## config.mk

```make
export PLATFORM = sky130hd
export DESIGN_NAME = tcp_receive_window_select
export DESIGN_NICKNAME = d
export VERILOG_FILES = /design/src/sv/trws_pkg.sv /design/src/sv/trws_cfg.sv /design/src/sv/trws_div.sv /design/src/sv/tcp_receive_window_select.sv
export VERILOG_INCLUDE_DIRS = /design/src /design/src/sv
export SDC_FILE = /design/constraint.sdc
export NUM_CORES = 2
export LEC_CHECK = 0
export BUFFER_PORTS_ARGS = -buffer_cell sky130_fd_sc_hd__buf_2
export CAP_MARGIN = 20
export CELL_PAD_IN_SITES_DETAIL_PLACEMENT = 2
export CELL_PAD_IN_SITES_GLOBAL_PLACEMENT = 2
export CORE_MARGIN = 10
export CORE_UTILIZATION = 40
export DETAILED_ROUTE_END_ITERATION = 16
export PLACE_DENSITY = 0.88
export SLEW_MARGIN = 20
export SYNTH_ARGS = -nofsm -noshare
export SYNTH_HDL_FRONTEND = slang
export SYNTH_HIERARCHICAL = 1
export SYNTH_SLANG_ARGS = --single-unit
export TNS_END_PERCENT = 10
```

## constraint.sdc

```tcl
create_clock -name clk -period 6.7 [get_ports clk]
set_input_delay 1.34 -clock clk [delete_from_list [all_inputs] [get_ports clk]]
set_output_delay 1.34 -clock clk [all_outputs]
set_load 0.05 [all_outputs]
```

## src/sv/tcp_receive_window_select_assert.svh

```systemverilog
// assertion macros for the receive window select block
// expects signals named clk and rst in the scope of use
`ifndef TCP_RECEIVE_WINDOW_SELECT_ASSERT_SVH
`define TCP_RECEIVE_WINDOW_SELECT_ASSERT_SVH

// same-cycle implication
`define TRWS_ASSERT_IMPL(label, ante, cons) \
  label: assert property (@(posedge clk) disable iff (rst) (ante) |-> (cons)) \
    else $error("trws assertion failed");

// next-cycle implication
`define TRWS_ASSERT_NEXT(label, ante, cons) \
  label: assert property (@(posedge clk) disable iff (rst) (ante) |=> (cons)) \
    else $error("trws assertion failed");

`endif

```

## src/sv/trws_pkg.sv

```systemverilog
// shared types and constants for the receive window select block
// used by the register file, the serial remainder unit and the top level
package trws_pkg;

  // register indexes on the configuration port
  localparam logic [2:0] REG_WINDOW_SCALE   = 3'd0;
  localparam logic [2:0] REG_SIGNED_WA      = 3'd1;
  localparam logic [2:0] REG_WINDOW_CLAMP   = 3'd2;
  localparam logic [2:0] REG_ADV_MSS        = 3'd3;
  localparam logic [2:0] REG_INIT_WINDOW    = 3'd4;
  localparam logic [2:0] REG_INIT_THRESHOLD = 3'd5;

  // register reset values
  localparam logic [29:0] RESET_CLAMP      = 30'd65535;
  localparam logic [15:0] RESET_ADV_MSS    = 16'd1460;
  localparam logic [29:0] RESET_INIT_WIN   = 30'd65535;
  localparam logic [29:0] RESET_INIT_THR   = 30'd65535;

  // header limits
  localparam logic [15:0] HEADER_WINDOW_MAX = 16'hFFFF;
  localparam logic [15:0] SIGNED_WINDOW_MAX = 16'h7FFF;

  // threshold cap under pressure is four times own mss
  localparam int PRESSURE_MSS_SHIFT = 2;

  // threshold never grows past its reset value, so space fits 16 bits
  localparam int SPACE_W   = 16;
  localparam int DIV_STEPS = SPACE_W;
  localparam int DIV_CNT_W = $clog2(DIV_STEPS);

  // configuration seen by the datapath
  typedef struct packed {
    logic [3:0]  scale;
    logic        signed_wa;
    logic [29:0] clamp;
    logic [15:0] adv_mss;
  } cfg_t;

  // remainder unit handshake
  typedef struct packed {
    logic busy;
    logic done;
  } div_stat_t;

endpackage

```

## src/sv/trws_cfg.sv

```systemverilog
// configuration register file on an apb-style port
// depends on trws_pkg for register indexes and reset values
module trws_cfg
  import trws_pkg::*;
(
  input  logic        clk,
  input  logic        rst,
  input  logic        psel,
  input  logic        penable,
  input  logic        pwrite,
  input  logic [4:0]  paddr,
  input  logic [31:0] pwdata,
  output logic [31:0] prdata,
  output logic        pready,
  output cfg_t        cfg
);

  logic [3:0]  window_scale;
  logic        signed_wa;
  logic [29:0] clamp_limit;
  logic [15:0] adv_mss;
  logic [29:0] init_window;
  logic [29:0] init_threshold;
  logic        wr_en;
  logic [2:0]  index;

  assign pready = 1'b1;
  assign wr_en  = psel && penable && pwrite;
  assign index  = paddr[4:2];

  // register writes
  always_ff @(posedge clk) begin
    if (rst) begin
      window_scale   <= 4'd0;
      signed_wa      <= 1'b0;
      clamp_limit    <= RESET_CLAMP;
      adv_mss        <= RESET_ADV_MSS;
      init_window    <= RESET_INIT_WIN;
      init_threshold <= RESET_INIT_THR;
    end else if (wr_en) begin
      case (index)
        REG_WINDOW_SCALE:   window_scale   <= pwdata[3:0];
        REG_SIGNED_WA:      signed_wa      <= pwdata[0];
        REG_WINDOW_CLAMP:   clamp_limit    <= pwdata[29:0];
        REG_ADV_MSS:        adv_mss        <= pwdata[15:0];
        REG_INIT_WINDOW:    init_window    <= pwdata[29:0];
        REG_INIT_THRESHOLD: init_threshold <= pwdata[29:0];
        default: ;
      endcase
    end
  end

  // read mux
  always_comb begin
    case (index)
      REG_WINDOW_SCALE:   prdata = {28'd0, window_scale};
      REG_SIGNED_WA:      prdata = {31'd0, signed_wa};
      REG_WINDOW_CLAMP:   prdata = {2'd0, clamp_limit};
      REG_ADV_MSS:        prdata = {16'd0, adv_mss};
      REG_INIT_WINDOW:    prdata = {2'd0, init_window};
      REG_INIT_THRESHOLD: prdata = {2'd0, init_threshold};
      default:            prdata = 32'd0;
    endcase
  end

  assign cfg.scale     = window_scale;
  assign cfg.signed_wa = signed_wa;
  assign cfg.clamp     = clamp_limit;
  assign cfg.adv_mss   = adv_mss;

endmodule

```

## src/sv/trws_div.sv

```systemverilog
// bit-serial restoring remainder unit, one dividend bit per cycle
// depends on trws_pkg for widths and the status struct
module trws_div
  import trws_pkg::*;
(
  input  logic               clk,
  input  logic               rst,
  input  logic               start,
  input  logic [SPACE_W-1:0] dividend,
  input  logic [15:0]        divisor,
  output logic [15:0]        remainder,
  output div_stat_t          stat
);

  logic [SPACE_W-1:0]   dvd;
  logic [15:0]          dsr;
  logic [15:0]          rem;
  logic [DIV_CNT_W-1:0] cnt;
  logic                 busy;
  logic                 done;
  logic [16:0]          trial;
  logic [16:0]          diff;

  // one restoring step
  assign trial = {rem, dvd[SPACE_W-1]};
  assign diff  = trial - {1'b0, dsr};

  // control
  always_ff @(posedge clk) begin
    if (rst) begin
      busy <= 1'b0;
      done <= 1'b0;
      cnt  <= '0;
    end else begin
      done <= 1'b0;
      if (start) begin
        busy <= 1'b1;
        cnt  <= '0;
      end else if (busy) begin
        cnt <= cnt + DIV_CNT_W'(1);
        if (cnt == DIV_CNT_W'(DIV_STEPS - 1)) begin
          busy <= 1'b0;
          done <= 1'b1;
        end
      end
    end
  end

  // datapath shift registers
  always_ff @(posedge clk) begin
    if (start) begin
      dvd <= dividend;
      dsr <= divisor;
      rem <= 16'd0;
    end else if (busy) begin
      dvd <= {dvd[SPACE_W-2:0], 1'b0};
      if (trial >= {1'b0, dsr}) begin
        rem <= diff[15:0];
      end else begin
        rem <= trial[15:0];
      end
    end
  end

  assign remainder = rem;
  assign stat.busy = busy;
  assign stat.done = done;

endmodule

```

## src/sv/tcp_receive_window_select.sv

```systemverilog
// top level of the receive window select block: sequencer, state, output register
// depends on trws_pkg, trws_cfg, trws_div and the assertion macro header
//
//  channel | direction | handshake               | payload
//  cfg     | write/read| psel penable pwrite     | paddr pwdata prdata
//  in      | in        | in_valid in_ready       | buf_free buf_total peer_mss
//          |           |                         | memory_pressure next_expected_seq
//  out     | out       | out_valid out_ready     | window_field zero_window quick_ack_cleared
//
// an item passes prep, space, clamp, div, choose, shrink and out before its result
// is valid; the 16-step serial remainder unit runs in div, the other states are single steps
// one item at a time; in_ready returns once the result is in the output register
// a result stalled on out_ready holds the block in its last step
// rst is synchronous; state resets to window 65535, sequence 0, threshold 65535
`include "tcp_receive_window_select_assert.svh"
module tcp_receive_window_select
  import trws_pkg::*;
(
  input  logic        clk,
  input  logic        rst,
  input  logic        psel,
  input  logic        penable,
  input  logic        pwrite,
  input  logic [4:0]  paddr,
  input  logic [31:0] pwdata,
  output logic [31:0] prdata,
  output logic        pready,
  input  logic        in_valid,
  output logic        in_ready,
  input  logic [29:0] buf_free,
  input  logic [29:0] buf_total,
  input  logic [15:0] peer_mss,
  input  logic        memory_pressure,
  input  logic [31:0] next_expected_seq,
  output logic        out_valid,
  input  logic        out_ready,
  output logic [15:0] window_field,
  output logic        zero_window,
  output logic        quick_ack_cleared
);

  localparam logic [2:0] S_IDLE   = 3'd0;
  localparam logic [2:0] S_PREP   = 3'd1;
  localparam logic [2:0] S_SPACE  = 3'd2;
  localparam logic [2:0] S_CLAMP  = 3'd3;
  localparam logic [2:0] S_DIV    = 3'd4;
  localparam logic [2:0] S_CHOOSE = 3'd5;
  localparam logic [2:0] S_SHRINK = 3'd6;
  localparam logic [2:0] S_OUT    = 3'd7;

  cfg_t      cfg;
  div_stat_t div_stat;

  logic [2:0]  state;
  logic [2:0]  state_next;

  // connection state
  logic [31:0] offered_window;
  logic [31:0] window_update_seq;
  logic [15:0] slow_threshold;

  // captured item and intermediate values
  logic [29:0] free_r;
  logic [29:0] full_in_r;
  logic [15:0] mss_in_r;
  logic        pressure_r;
  logic [31:0] nseq_r;
  logic [29:0] full;
  logic [31:0] cur;
  logic [15:0] mss;
  logic        quick;
  logic        zero_early;
  logic [15:0] space;
  logic [31:0] win_raw;
  logic [31:0] win;

  logic [15:0] remainder;
  logic        div_start;
  logic        out_load;

  // combinational helpers
  logic [31:0] seq_sum;
  logic [15:0] mss_lim;
  logic        quick_c;
  logic [17:0] pressure_cap;
  logic [15:0] space_c;
  logic [31:0] unit_mask;
  logic [31:0] space_up;
  logic [16:0] space_less_mss;
  logic        keep_le;
  logic        keep_gt;
  logic [32:0] grow_sum;
  logic        grow;
  logic [31:0] win_choose;
  logic [31:0] cur_up;
  logic [31:0] win_shrink;
  logic [31:0] win_shift;
  logic [15:0] field_c;

  trws_cfg u_cfg (
    .clk     (clk),
    .rst     (rst),
    .psel    (psel),
    .penable (penable),
    .pwrite  (pwrite),
    .paddr   (paddr),
    .pwdata  (pwdata),
    .prdata  (prdata),
    .pready  (pready),
    .cfg     (cfg)
  );

  trws_div u_div (
    .clk       (clk),
    .rst       (rst),
    .start     (div_start),
    .dividend  (space_c),
    .divisor   (mss),
    .remainder (remainder),
    .stat      (div_stat)
  );

  assign in_ready  = (state == S_IDLE);
  assign div_start = (state == S_CLAMP);
  assign out_load  = (state == S_OUT) && (!out_valid || out_ready);

  // remaining offer, zero once the peer passed the right edge
  assign seq_sum = window_update_seq + offered_window - nseq_r;

  // mss limit, quick-ack test and pressure cap
  assign mss_lim      = ({14'd0, mss_in_r} > full) ? full[15:0] : mss_in_r;
  assign quick_c      = (free_r < {1'b0, full[29:1]});
  assign pressure_cap = {2'd0, cfg.adv_mss} << PRESSURE_MSS_SHIFT;

  // space limited by threshold
  assign space_c = (free_r > {14'd0, slow_threshold}) ? slow_threshold : free_r[15:0];

  // scale unit rounding
  assign unit_mask = (32'h1 << cfg.scale) - 32'h1;
  assign space_up  = ({16'd0, space} + unit_mask) & ~unit_mask;

  // mss rounding tests against the current offer
  assign space_less_mss = {1'b0, space} - {1'b0, mss};
  assign keep_le  = !space_less_mss[16] && (offered_window <= {16'd0, space_less_mss[15:0]});
  assign keep_gt  = offered_window > {16'd0, space};
  assign grow_sum = {1'b0, offered_window} + {4'd0, full[29:1]};
  assign grow     = ({14'd0, mss} == full) && ({17'd0, space} > grow_sum);

  // raw window choice
  always_comb begin
    if (zero_early) begin
      win_choose = 32'd0;
    end else if (cfg.scale != 4'd0) begin
      win_choose = space_up;
    end else if (keep_le || keep_gt) begin
      if (mss == 16'd0) begin
        win_choose = 32'd0;
      end else begin
        win_choose = {16'd0, space - remainder};
      end
    end else if (grow) begin
      win_choose = {16'd0, space};
    end else begin
      win_choose = offered_window;
    end
  end

  // never shrink below the remaining offer
  assign cur_up     = (cur + unit_mask) & ~unit_mask;
  assign win_shrink = (win_raw < cur) ? cur_up : win_raw;

  // header clamp and scale shift
  assign win_shift = win >> cfg.scale;
  always_comb begin
    if (cfg.scale == 4'd0 && cfg.signed_wa) begin
      field_c = (win > {16'd0, SIGNED_WINDOW_MAX}) ? SIGNED_WINDOW_MAX : win[15:0];
    end else begin
      field_c = (win_shift[31:16] != 16'd0) ? HEADER_WINDOW_MAX : win_shift[15:0];
    end
  end

  // sequencer
  always_comb begin
    state_next = state;
    case (state)
      S_IDLE:   if (in_valid) state_next = S_PREP;
      S_PREP:   state_next = S_SPACE;
      S_SPACE:  state_next = S_CLAMP;
      S_CLAMP:  state_next = S_DIV;
      S_DIV:    if (div_stat.done) state_next = S_CHOOSE;
      S_CHOOSE: state_next = S_SHRINK;
      S_SHRINK: state_next = S_OUT;
      S_OUT:    if (out_load) state_next = S_IDLE;
      default:  state_next = S_IDLE;
    endcase
  end

  always_ff @(posedge clk) begin
    if (rst) begin
      state <= S_IDLE;
    end else begin
      state <= state_next;
    end
  end

  // connection state updates
  always_ff @(posedge clk) begin
    if (rst) begin
      offered_window    <= {2'd0, RESET_INIT_WIN};
      window_update_seq <= 32'd0;
      slow_threshold    <= RESET_INIT_THR[15:0];
    end else begin
      if (state == S_SPACE && quick_c && pressure_r
          && pressure_cap < {2'd0, slow_threshold}) begin
        slow_threshold <= pressure_cap[15:0];
      end
      if (state == S_SHRINK) begin
        offered_window    <= win_shrink;
        window_update_seq <= nseq_r;
      end
    end
  end

  // item capture and intermediate registers
  always_ff @(posedge clk) begin
    if (in_valid && in_ready) begin
      free_r     <= buf_free;
      full_in_r  <= buf_total;
      mss_in_r   <= peer_mss;
      pressure_r <= memory_pressure;
      nseq_r     <= next_expected_seq;
    end
    case (state)
      S_PREP: begin
        full <= (full_in_r < cfg.clamp) ? full_in_r : cfg.clamp;
        cur  <= seq_sum[31] ? 32'd0 : seq_sum;
      end
      S_SPACE: begin
        mss        <= mss_lim;
        quick      <= quick_c;
        zero_early <= quick_c && ({14'd0, mss_lim} > free_r);
      end
      S_CLAMP:  space   <= space_c;
      S_CHOOSE: win_raw <= win_choose;
      S_SHRINK: win     <= win_shrink;
      default: ;
    endcase
  end

  // output register
  always_ff @(posedge clk) begin
    if (rst) begin
      out_valid <= 1'b0;
    end else if (out_load) begin
      out_valid <= 1'b1;
    end else if (out_ready) begin
      out_valid <= 1'b0;
    end
  end

  always_ff @(posedge clk) begin
    if (out_load) begin
      window_field      <= field_c;
      zero_window       <= (field_c == 16'd0);
      quick_ack_cleared <= quick;
    end
  end

  `TRWS_ASSERT_IMPL(a_zero_flag, out_valid, zero_window == (window_field == 16'd0))
  `TRWS_ASSERT_NEXT(a_no_shrink, state == S_SHRINK, offered_window >= $past(cur))
  `TRWS_ASSERT_IMPL(a_div_done_in_div, div_stat.done, state == S_DIV)
  `TRWS_ASSERT_NEXT(a_accept_starts, in_valid && in_ready, state == S_PREP && !div_stat.busy)

endmodule

```

==> flow_metrics.py <==
metrics = {
    "outcome": {
        "outcome": "finished, final reports clean",
    },
    "critical_path": {
        "critPathTopFamily": "compound AO/OA/AOI/OAI gates",
        "crit_buf_inv": 2,
        "r2r_start": "full[2]$_DFFE_PP_",
        "crit_type": "flop to flop",
        "required_ns": 7.09,
        "crit_path_end": "win_raw[9]$_SDFFCE_PP0N_",
        "crit_start": "full[2]$_DFFE_PP_",
        "cp_cell_sequence": "inv_1, fa_1, nor2b_1, o31ai_2, and2_1, o21ai_1, a21o_1, a21o_1, a21o_1, a21oi_1, xor2_1, ha_1, nand2_1, nor3_1, o31ai_1, nand3_1, o2111ai_1, or4_1, a2111oi_4, buf_4, nand4_4, nand2_1, o21ai_0, a221o_1",
        "critical_path.most_common_cell": "a21o_1",
        "cp-end-kind": "flop",
        "arrival_ns": 7.03,
        "rr_endpoint": "win_raw[9]$_SDFFCE_PP0N_",
        "rrSetupSlack_ns": 0.05,
        "path_depth": 24,
        "worstRegToRegCells": 24,
        "start_kind": "flop",
        "max_stage_delay_ns": 0.53,
        "critPathMaxFanout": 14,
        "slowest_stage": "edfxtp_1",
    },
    "timing": {
        "fmax_mhz": 150,
        "setup_viol": 0,
        "finalCritPeriodShare": 0.992,
        "period_minus_slack_ns": 6.65,
        "report.final.slew_viol_count": 0,
        "hold_viol_final": 0,
        "holdWs_ns": 0.459,
        "tightest_slew_ns": 1.31,
        "setup_ws_ns": 0.0531,
        "finClkSkew_ns": 0.0539,
        "relSlewSlack": 0.119,
    },
    "power": {
        "p_total_w": 0.00999,
        "power_density_mw_per_mm2": 244,
        "ir_drop_mv": 0.262,
        "p_leak_nw": 17.4,
    },
    "yosys": {
        "synth.avg_cell_area_sq_um": 9.64,
        "syn_inst": 3787,
        "yosys_warnings": 6,
        "syn_area_sq_mm": 0.0365,
    },
    "placed_design": {
        "io_buffers": 198,
        "dpl_worst_slack_ns": 0.577,
        "hpwlAfterDp_mm": 110,
        "dp_cells": 5064,
        "place.gp.congestion": 0.919,
    },
    "layout": {
        "nFillCells": 9467,
        "register_area_sq_mm": 0.0139,
        "multiInputGateArea_sq_mm": 0.0207,
        "layout.cells.non_filler": 5200,
        "area_growth_pct": 12.4,
        "final_net_count": 4504,
        "drive_gt1_frac": 0.124,
    },
    "worst_hold_path": {
        "min_path_type": "flop to flop",
    },
    "global_route": {
        "grtUsageTotal": 0.306,
        "grt_max_degree": 162,
        "antenna_found_initial": 11,
        "grt_pass1_vias": 36500,
        "gr-total-overflow": 0,
        "grt_first_pass_wirelength_mm": 241,
    },
    "clock_network": {
        "ctsHtreeMaxLevel": 3,
        "cts-root-buf": "clkbuf_16",
        "cts.sinks": 534,
        "cts_made_buffers": 66,
        "clock_path_buffers": 3,
        "hold_buffers": 0,
        "path_clk_slew_ns": 0.07,
        "clk_latency_ns": 0.67,
        "cts_tree": "yes",
    },
    "floorplan": {
        "core_area_sq_mm": 0.0903,
        "die_x_microns": 322,
        "pin_count": 206,
        "fp-row-count": 110,
        "initial_core_util": 0.404,
        "die_h_microns": 322,
        "die-area_sq_mm": 0.104,
    },
    "drt": {
        "wl_per_cell_microns": 32.9,
        "antenna_left": 0,
        "wirelength_mm": 171,
        "viasPerCell": 6.41,
        "vias": 33300,
        "dr.pass1.iters": 5,
        "drt_iter0_markers": 2901,
        "drcViolationCount": 0,
    },
    "flow_run": {
        "drv_cap": 0,
    },
}
## area by class of cell
class,instances,area share
Sequential cell,534,0.338
Multi-Input combinational cell,2757,0.505
Antenna cell,11,0.000671
Timing Repair Buffer,232,0.0311
Clock buffer,100,0.0484
Clock inverter,22,0.00732
Inverter,368,0.0337
Tap cell,1176,0.0359
## where the power goes
group          switching (W)  internal [W]  total, W
clock network        0.00170       0.00223   0.00393
registers           0.000201       0.00367   0.00387
logic                0.00139      0.000800   0.00219
total                0.00329       0.00670   0.00999
## how the worst min path moves through the flow
stage	end	startpoint	cells after the start	slack [ns]
2_1_floorplan	quick_ack_cleared$_DFFE_PP_	quick$_DFFE_PP_	0	0.40
3_3_place_gp	quick_ack_cleared$_DFFE_PP_	quick$_DFFE_PP_	0	0.40
3_5_place_dp	window_update_seq[3]$_SDFFE_PP0P_	window_update_seq[3]$_SDFFE_PP0P_	2	0.45
4_1_cts	window_update_seq[3]$_SDFFE_PP0P_	window_update_seq[3]$_SDFFE_PP0P_	2	0.46
5_1_grt	window_update_seq[3]$_SDFFE_PP0P_	window_update_seq[3]$_SDFFE_PP0P_	2	0.47
6_report	window_update_seq[3]$_SDFFE_PP0P_	window_update_seq[3]$_SDFFE_PP0P_	2	0.46
## sequential cells by signal (all words and copies together), names as in the netlist, 30 cells and up
name / flops
nseq_r: 32
offered_window: 32
win: 32
win_raw: 32
window_update_seq: 32
cur: 31
free_r: 30
full: 30
full_in_r: 30
u_cfg/clamp_limit: 30
u_cfg/init_threshold: 30
u_cfg/init_window: 30
## tightest hold or removal path: stages, from the launching register on
cell,delay (ns)
dfxtp_1,0.31
nand2_1,0.05
a21oi_1,0.05
## timing repair
item,4_1_cts,5_1_grt
endpoints found under the setup margin,0,15
gates resized for setup,0,2
buffers inserted,0,1
## routing by layer
| layer | vias to the layer above | wire length (microns) | share of wire | GRT usage |
|---|---|---|---|---|
| met5 | - | 34 | 0.00020 | 0 |
| met4 | 6 | 13500 | 0.079 | 0.193 |
| met3 | 745 | 12200 | 0.071 | 0.0656 |
| met2 | 1714 | 82900 | 0.48 | 0.533 |
| met1 | 16900 | 62500 | 0.36 | 0.335 |
| li1 | 14000 | - | - | - |
## cells in the final DEF, fill, tap and decap left out, drive strengths merged, types with 18 or more instances in the layout
cell type and n:
inv 367, ha 355, edfxtp 318, nor2 277, o21ai 248, nand2 243
buf 231, a21oi 228, dfxtp 216, mux2i 190, clkbuf 101, nor2b 96
a21o 92, mux2 90, xnor2 84, nand2b 77, nor3 59, xor2 57
nand4 52, nand3 50, o21a 46, nor4 43, o211ai 41, a211oi 38
fa 37, conb 30, a31oi 21, o22ai 20, or3 18, clkinv 18
## metrics by stage
| stage | TNS, ns | util | area (sq um) |
|---|---|---|---|
| 2_1_floorplan | 0 | - | 36600 |
| 3_3_place_gp | 0 | 0.428 | 38700 |
| 3_5_place_dp | 0 | 0.428 | 38700 |
| 4_1_cts | 0 | 0.453 | 40900 |
| 5_1_grt | -0.147 | 0.454 | 41000 |
| 6_report | 0 | 0.454 | 41000 |
Power figures use the tool's default switching activity.
